--- src/rtl/olad_pkg.sv ---
`timescale 1ns / 1ps
// ----------------------------------------------------------------------------
// olad_pkg - ordered list append/delete shared definitions
// list depth, derived widths, command and status codes, command word type
// ----------------------------------------------------------------------------
package olad_pkg;

    localparam int DEPTH = 16;
    localparam int CNT_W = $clog2(DEPTH + 1);
    localparam int IDX_W = (DEPTH > 1) ? $clog2(DEPTH) : 1;

    localparam int VAL_W = 32;
    localparam int OP_W  = 2;
    localparam int ST_W  = 3;

    // command queue between front and back, power of two
    localparam int CQ_DEPTH = 2;
    localparam int CQ_AW    = (CQ_DEPTH > 1) ? $clog2(CQ_DEPTH) : 1;
    localparam int CQ_CW    = $clog2(CQ_DEPTH + 1);

    localparam logic [OP_W-1:0] OP_APPEND = 2'd0;
    localparam logic [OP_W-1:0] OP_DELETE = 2'd1;
    localparam logic [OP_W-1:0] OP_DUMP   = 2'd2;
    localparam logic [OP_W-1:0] OP_UNUSED = 2'd3;

    localparam logic [ST_W-1:0] ST_DONE     = 3'd0;
    localparam logic [ST_W-1:0] ST_EMPTY    = 3'd1;
    localparam logic [ST_W-1:0] ST_NOTFOUND = 3'd2;
    localparam logic [ST_W-1:0] ST_FULL     = 3'd3;
    localparam logic [ST_W-1:0] ST_ENTRY    = 3'd4;

    typedef struct packed {
        logic [OP_W-1:0]         opcode;
        logic signed [VAL_W-1:0] value;
    } t_cmd;

endpackage

--- src/rtl/olad_front.sv ---
`timescale 1ns / 1ps
// ----------------------------------------------------------------------------
// olad_front - command intake
// accepts command words, drops undefined opcodes, queues the rest for the back
// ----------------------------------------------------------------------------
module olad_front (
    input  logic                           i_clk,
    input  logic                           i_rst_n,
    input  logic                           push,
    output logic                           full,
    input  logic [olad_pkg::OP_W-1:0]      i_opcode,
    input  logic signed [olad_pkg::VAL_W-1:0] i_value,
    output logic                           o_cmd_valid,
    output olad_pkg::t_cmd                 o_cmd,
    input  logic                           i_cmd_ready
);

    olad_pkg::t_cmd                 r_q [olad_pkg::CQ_DEPTH];
    logic [olad_pkg::CQ_AW-1:0]     r_wptr;
    logic [olad_pkg::CQ_AW-1:0]     r_rptr;
    logic [olad_pkg::CQ_CW-1:0]     r_cnt;
    logic [olad_pkg::CQ_CW-1:0]     n_cnt;
    logic                           w_keep;
    logic                           w_pop;
    olad_pkg::t_cmd                 w_in;

    assign full        = (r_cnt == olad_pkg::CQ_CW'(olad_pkg::CQ_DEPTH));
    // opcode 3 is taken from the port but never reaches the back
    assign w_keep      = push && !full && (i_opcode != olad_pkg::OP_UNUSED);
    assign o_cmd_valid = (r_cnt != '0);
    assign o_cmd       = r_q[r_rptr];
    assign w_pop       = o_cmd_valid && i_cmd_ready;

    always_comb begin
        w_in.opcode = i_opcode;
        w_in.value  = i_value;
        n_cnt = r_cnt + olad_pkg::CQ_CW'(w_keep) - olad_pkg::CQ_CW'(w_pop);
    end

    always_ff @(posedge i_clk) begin
        if (!i_rst_n) begin
            r_wptr <= '0;
            r_rptr <= '0;
            r_cnt  <= '0;
        end else begin
            r_cnt <= n_cnt;
            if (w_keep) begin
                r_wptr <= r_wptr + 1'b1;
            end
            if (w_pop) begin
                r_rptr <= r_rptr + 1'b1;
            end
        end
    end

    always_ff @(posedge i_clk) begin
        if (w_keep) begin
            r_q[r_wptr] <= w_in;
        end
    end

endmodule

--- src/rtl/olad_back.sv ---
`timescale 1ns / 1ps
// ----------------------------------------------------------------------------
// olad_back - list cells and command execution
// row of compare/shift cells, dump sequencer and the result output register
// ----------------------------------------------------------------------------
module olad_back (
    input  logic                              i_clk,
    input  logic                              i_rst_n,
    input  logic                              i_cmd_valid,
    input  olad_pkg::t_cmd                    i_cmd,
    output logic                              o_cmd_ready,
    output logic                              empty,
    input  logic                              pop,
    output logic [olad_pkg::ST_W-1:0]         o_status,
    output logic signed [olad_pkg::VAL_W-1:0] o_entry,
    output logic                              o_last
);

    localparam int D = olad_pkg::DEPTH;

    logic signed [olad_pkg::VAL_W-1:0] r_cells [D];
    logic signed [olad_pkg::VAL_W-1:0] n_cells [D];
    logic signed [olad_pkg::VAL_W-1:0] w_up    [D];
    logic [olad_pkg::CNT_W-1:0]        r_count, n_count;
    logic                              r_dump_active, n_dump_active;
    logic [olad_pkg::IDX_W-1:0]        r_dump_idx, n_dump_idx;
    logic                              r_ov, n_ov;
    logic [olad_pkg::ST_W-1:0]         r_status, n_status;
    logic signed [olad_pkg::VAL_W-1:0] r_entry, n_entry;
    logic                              r_last, n_last;

    logic [D-1:0] w_match;
    logic [D-1:0] w_lo;
    logic [D-1:0] w_shift;
    logic         w_out_free;
    logic         w_take;
    logic         w_dump_last;

    assign w_out_free  = !r_ov || pop;
    assign o_cmd_ready = w_out_free && !r_dump_active;
    assign w_take      = i_cmd_valid && o_cmd_ready;
    assign w_dump_last = ((olad_pkg::CNT_W'(r_dump_idx) + 1'b1) == r_count);

    assign empty    = !r_ov;
    assign o_status = r_status;
    assign o_entry  = r_entry;
    assign o_last   = r_last;

    // every cell compares against the command value at once
    always_comb begin
        for (int i = 0; i < D; i++) begin
            w_match[i] = (olad_pkg::CNT_W'(i) < r_count) && (r_cells[i] == i_cmd.value);
        end
        // lowest match isolated, then every cell at or above it pulls from above
        w_lo    = w_match & (~w_match + D'(1));
        w_shift = ~(w_lo - D'(1));
        for (int i = 0; i < D - 1; i++) begin
            w_up[i] = r_cells[i + 1];
        end
        w_up[D-1] = r_cells[D-1];
    end

    always_comb begin
        n_cells       = r_cells;
        n_count       = r_count;
        n_dump_active = r_dump_active;
        n_dump_idx    = r_dump_idx;
        n_ov          = r_ov && !pop;
        n_status      = r_status;
        n_entry       = r_entry;
        n_last        = r_last;

        if (r_dump_active && w_out_free) begin
            n_ov     = 1'b1;
            n_status = olad_pkg::ST_ENTRY;
            n_entry  = r_cells[r_dump_idx];
            n_last   = w_dump_last;
            if (w_dump_last) begin
                n_dump_active = 1'b0;
            end else begin
                n_dump_idx = r_dump_idx + 1'b1;
            end
        end else if (w_take) begin
            n_entry = '0;
            n_last  = 1'b1;
            unique case (i_cmd.opcode)
                olad_pkg::OP_APPEND: begin
                    n_ov = 1'b1;
                    if (r_count == olad_pkg::CNT_W'(D)) begin
                        n_status = olad_pkg::ST_FULL;
                    end else begin
                        n_status = olad_pkg::ST_DONE;
                        n_count  = r_count + 1'b1;
                        for (int i = 0; i < D; i++) begin
                            if (olad_pkg::CNT_W'(i) == r_count) begin
                                n_cells[i] = i_cmd.value;
                            end
                        end
                    end
                end
                olad_pkg::OP_DELETE: begin
                    n_ov = 1'b1;
                    if (r_count == '0) begin
                        n_status = olad_pkg::ST_EMPTY;
                    end else if (w_match == '0) begin
                        n_status = olad_pkg::ST_NOTFOUND;
                    end else begin
                        n_status = olad_pkg::ST_DONE;
                        n_count  = r_count - 1'b1;
                        for (int i = 0; i < D; i++) begin
                            if (w_shift[i]) begin
                                n_cells[i] = w_up[i];
                            end
                        end
                    end
                end
                olad_pkg::OP_DUMP: begin
                    if (r_count == '0) begin
                        n_ov     = 1'b1;
                        n_status = olad_pkg::ST_EMPTY;
                    end else begin
                        n_dump_active = 1'b1;
                        n_dump_idx    = '0;
                    end
                end
                default: begin
                end
            endcase
        end
    end

    always_ff @(posedge i_clk) begin
        if (!i_rst_n) begin
            r_count       <= '0;
            r_dump_active <= 1'b0;
            r_dump_idx    <= '0;
            r_ov          <= 1'b0;
        end else begin
            r_count       <= n_count;
            r_dump_active <= n_dump_active;
            r_dump_idx    <= n_dump_idx;
            r_ov          <= n_ov;
        end
    end

    always_ff @(posedge i_clk) begin
        r_cells  <= n_cells;
        r_status <= n_status;
        r_entry  <= n_entry;
        r_last   <= n_last;
    end

    a_count_range: assert property (@(posedge i_clk) disable iff (!i_rst_n)
        r_count <= olad_pkg::CNT_W'(D))
        else $error("list count beyond depth");

    a_dump_in_list: assert property (@(posedge i_clk) disable iff (!i_rst_n)
        r_dump_active |-> (olad_pkg::CNT_W'(r_dump_idx) < r_count))
        else $error("dump index outside list");

    a_dump_ends: assert property (@(posedge i_clk) disable iff (!i_rst_n)
        (r_dump_active && w_out_free && w_dump_last) |=> (!r_dump_active && r_ov && r_last))
        else $error("dump did not close with a last word");

    a_count_step: assert property (@(posedge i_clk) disable iff (!i_rst_n)
        (r_count != $past(r_count)) |-> (!$past(r_dump_active) && $past(w_take)))
        else $error("list count moved without a command");

endmodule

--- src/rtl/ordered_list_append_delete_core.sv ---
`timescale 1ns / 1ps
// ----------------------------------------------------------------------------
// ordered_list_append_delete_core - ordered list with append, delete and dump
// queue-style command input, queue-style result output
// ----------------------------------------------------------------------------
// The list holds up to 16 signed 32-bit words, oldest first, in a row of
// cells that all compare against a delete value at once. Commands enter
// through a two-deep command queue, so the input takes one command per cycle
// while the queue has room. The execution side retires an append or a delete
// once the output register is free and places its single result word there;
// a dump starts the sequencer, which reads the list cells in order and gives
// one result word per entry, the last one marked. A stalled result output
// holds execution back, and commands then wait in the queue.
// Opcode 3 is accepted and produces no result.
module ordered_list_append_delete_core (
    input  logic                              i_clk,
    input  logic                              i_rst_n,
    input  logic                              push,
    output logic                              full,
    input  logic [olad_pkg::OP_W-1:0]         i_opcode,
    input  logic signed [olad_pkg::VAL_W-1:0] i_value,
    output logic                              empty,
    input  logic                              pop,
    output logic [olad_pkg::ST_W-1:0]         o_status,
    output logic signed [olad_pkg::VAL_W-1:0] o_entry,
    output logic                              o_last
);

    logic           w_cmd_valid;
    logic           w_cmd_ready;
    olad_pkg::t_cmd w_cmd;

    olad_front u_front (
        .i_clk       (i_clk),
        .i_rst_n     (i_rst_n),
        .push        (push),
        .full        (full),
        .i_opcode    (i_opcode),
        .i_value     (i_value),
        .o_cmd_valid (w_cmd_valid),
        .o_cmd       (w_cmd),
        .i_cmd_ready (w_cmd_ready)
    );

    olad_back u_back (
        .i_clk       (i_clk),
        .i_rst_n     (i_rst_n),
        .i_cmd_valid (w_cmd_valid),
        .i_cmd       (w_cmd),
        .o_cmd_ready (w_cmd_ready),
        .empty       (empty),
        .pop         (pop),
        .o_status    (o_status),
        .o_entry     (o_entry),
        .o_last      (o_last)
    );

endmodule

--- config.mk ---
export PLATFORM = sky130hd
export DESIGN_NAME = ordered_list_append_delete_core
export DESIGN_NICKNAME = d
export VERILOG_FILES = /design/src/rtl/olad_pkg.sv /design/src/rtl/olad_front.sv /design/src/rtl/olad_back.sv /design/src/rtl/ordered_list_append_delete_core.sv
export SDC_FILE = /design/constraint.sdc
export NUM_CORES = 1
export LEC_CHECK = 0
export ABC_AREA = 1
export BUFFER_PORTS_ARGS = -buffer_cell sky130_fd_sc_hd__buf_2
export CAP_MARGIN = 20
export CORE_MARGIN = 5
export CORE_UTILIZATION = 28
export DETAILED_ROUTE_END_ITERATION = 10
export PLACE_DENSITY = 0.38
export SLEW_MARGIN = 10
export SYNTH_ARGS = -nofsm -noshare
export SYNTH_HDL_FRONTEND = slang
export SYNTH_HIERARCHICAL = 1
export SYNTH_SLANG_ARGS = --single-unit
--- constraint.sdc ---
create_clock -name i_clk -period 6.1 [get_ports i_clk]
set_clock_uncertainty 0.05 [all_clocks]
set_input_delay 0.61 -clock i_clk [delete_from_list [all_inputs] [get_ports i_clk]]
set_output_delay 0.61 -clock i_clk [all_outputs]
set_load 0.02 [all_outputs]
==> results.cfg <==
[status]
status = completed

[timing]
hold_viol = 0
slew-limit-headroom = 0.245
fmax_ghz = 0.172
fin_setup_tns_ns = 0
fin_crit_sh = 0.954
rsz0062_at_grt = no
slew_viol_final = 0
fin_crit_ns = 5.82
worstMarginPinSlew_ns = 1.12
setup_viol = 0

[yosys]
synth_seq_cells = 632
synth_edf_count = 613
yosysWarnings = 6
avgSynthCellArea_um2 = 8.57
ys_types = 57
syn_inst = 4407
syn_area_um2 = 37800
synthesis.nets = 4457
synth_top_cell_by_area = edfxtp_1
yosysSeqAreaShare = 0.497
synthArstFlopShare = 0
synth_ff_type = edfxtp_1
synth_most_common_cell = nand2_1
ys_top_cells_by_area = edfxtp_1, nand2_1, o21ai_0, xnor2_1, inv_1
yosysTopAreaCellShare = 0.487
synth_common_cells = nand2_1, o21ai_0, edfxtp_1, inv_1, nor2_1

[setup_path]
required_ns = 6.40
crit_chain = buf_4 -> mux2_2 -> xnor2_1 -> nand4_1 -> nor2_1 -> nand3_1 -> nor2_1 -> nor2_1 -> nand4_4 -> nand2_2 -> nor3_2 -> buf_4
rr_endpoint = u_back/r_cells[224]
crit_path_max_incr_delay_ns = 0.75
slowest_stage = dfxtp_2
cp_common_cell = nor2_1
ff2ff_path_depth = 12
crit_arrival_ns = 6.12
crit_path_max_fanout = 15
path_class = reg2reg
crit_path_start_kind = register
r2r_setup_slack_ns = 0.28
end_kind = register

[power_and_ir_drop]
vdd_drop_max_mv = 0.402
p_leak_nw = 16.1
power_w = 0.0223
p_per_area_nw_per_um2 = 524

[placement]
port-buffer-count = 75
gp_congestion = 1.05
dpl.hpwl_mm = 176

[drt]
wl_per_cell_um = 37.4
first_iter_violations = 4843
ant_nets = 0
viasPerCell = 5.60
vias = 34900
dr.pass1.iters = 6
post-route-drc-count = 0
wl_mm = 233

[floorplan]
fp.dieH_um = 377
die_area_um2 = 142000
die_w_um = 377
rows = 134
core_um2 = 134000
initial_core_util = 0.282
num_io_pins = 76

[final_layout]
syn_to_final_growth_pct = 12.3
final_layout_size_suffix_gt1_frac = 0.0891
fillers = 14400
nNetsFinal = 4441

[grt]
grt_max_degree = 164
grt_pass1_vias = 32100
antenna_found_initial = 25
grt_pass1_wl_mm = 305
gr-total-overflow = 0
grt_usage = 0.319

[clock_tree]
numCtsBuffers = 83
insertion_delay_ns = 0.74
path_clk_slew_ns = 0.06
root_buffer = clkbuf_16
cts_tree = built
cts_sinks = 632
htreeDepth = 3
clockBufferDepth = 3

[hold_path]
min_from = i_value[26]
whs_endpoint = u_front/r_q[0][26]
hold_path_depth = 1
hp-class = in2reg

[job]
drv_cap = 0
## stage by stage
step                hold WS (ns)  instance area (um2)  worst slack, ns  std cells  utilization
CTS                      0.00122                42400            0.546       6223        0.317
global route              0.0188                42400            0.339       6223        0.317
finish                    0.0425                42400            0.283       6232        0.317
global placement           0.383                39600            0.563       6052        0.296
floorplan                  0.401                37800            0.476       4407            -
detailed placement         0.385                39600            0.561       6052        0.296
## what timing repair did
action | in CTS | in global routing
setup buffers | 0 | 0
endpoints found under the hold margin | 44 | 0
hold buffers | 22 | 0
gates resized for setup | 0 | 0
## power breakdown
| part | switching [W] | internal (W) | leakage [nW] | total (W) |
|---|---|---|---|---|
| logic | 0.00789 | 0.00223 | 9.06 | 0.0101 |
| clock network | 0.00219 | 0.00274 | 1.25 | 0.00492 |
| registers | 0.000849 | 0.00636 | 5.78 | 0.00720 |
| total | 0.0109 | 0.0113 | 16.1 | 0.0223 |
## worst max-delay path: cells and delay by family (launching register included)
family                 cells  cell delay (ns)
flip-flops                 1             0.75
AND/OR/NAND/NOR            8             2.54
multiplexers               1             0.57
buffers and inverters      2             0.71
XOR/XNOR                   1             0.74
## cell families (layout without fill, tap and decap cells)
logic type / Yosys count / count (layout) / share of synthesized area
compound gates: 977 / 977 / 0.133
xor+xnor: 291 / 291 / 0.0675
fa+ha+maj: 12 / 12 / 0.00397
buf+inv: 761 / 809 / 0.0924
flops: 632 / 632 / 0.497
mux: 34 / 34 / 0.0131
other cells: 0 / 9 / 0
simple gates: 1700 / 1700 / 0.192
## registers in the layout (all words and copies together), names as in the netlist, named ones only
register and count:
u_back/o_entry 32, u_back/o_last 1, u_back/o_status 3, u_back/r_cells 512, u_back/r_count 5, u_back/r_dump_active 1
u_back/r_dump_idx 4, u_back/r_ov 1, u_front/r_cnt 2, u_front/r_q 68, u_front/r_rptr 1, u_front/r_wptr 1
## worst max-delay path by stage
stage,end,start,slack (ns),cells after the start
6_report,u_back/r_cells[224],register,0.28,12
3_5_place_dp,u_back/r_cells[244],register,0.56,12
4_1_cts,u_back/r_cells[224],register,0.55,12
2_1_floorplan,u_back/r_cells[0],register,0.48,9
3_3_place_gp,u_back/r_cells[244],register,0.56,12
5_1_grt,u_back/r_cells[252],register,0.34,12
## placed cells by master, fill, tap and decap left out, types with 8 or more instances in the layout
cell type / n
diode_2: 9
edfxtp_1: 613
buf_2: 75
clkinv_2: 15
o21ai_0: 624
o211ai_1: 23
o21ai_1: 13
clkinv_1: 20
nand4_1: 87
dfxtp_1: 14
clkbuf_1: 15
buf_12: 11
a21oi_1: 286
ha_1: 11
nand3b_1: 11
nor2_4: 8
dlygate4sd3_1: 22
nand3_1: 252
nand2_1: 967
o22ai_1: 15
nor3_1: 26
clkbuf_16: 83
xor2_1: 56
inv_1: 440
mux2_4: 30
xnor2_1: 235
buf_4: 73
inv_2: 31
nor2_1: 292
## routing by layer
layer | up-vias | wire (um) | track usage
met5 | - | 103 | 0
met4 | 14 | 11500 | 0.135
met3 | 366 | 23100 | 0.0782
met2 | 2027 | 98600 | 0.471
met1 | 17700 | 99700 | 0.444
li1 | 14800 | - | -
## layout make-up
class	count	area, um2	area share
Sequential cell	632	18800	0.443
Multi-Input combinational cell	3014	15600	0.368
Tap cell	1768	2210	0.0521
Clock buffer	99	2150	0.0506
Inverter	479	1820	0.0428
Timing Repair Buffer	181	1360	0.0321
Clock inverter	50	443	0.0104
Antenna cell	9	22.5	0.000531
Power figures use the tool's default switching activity.
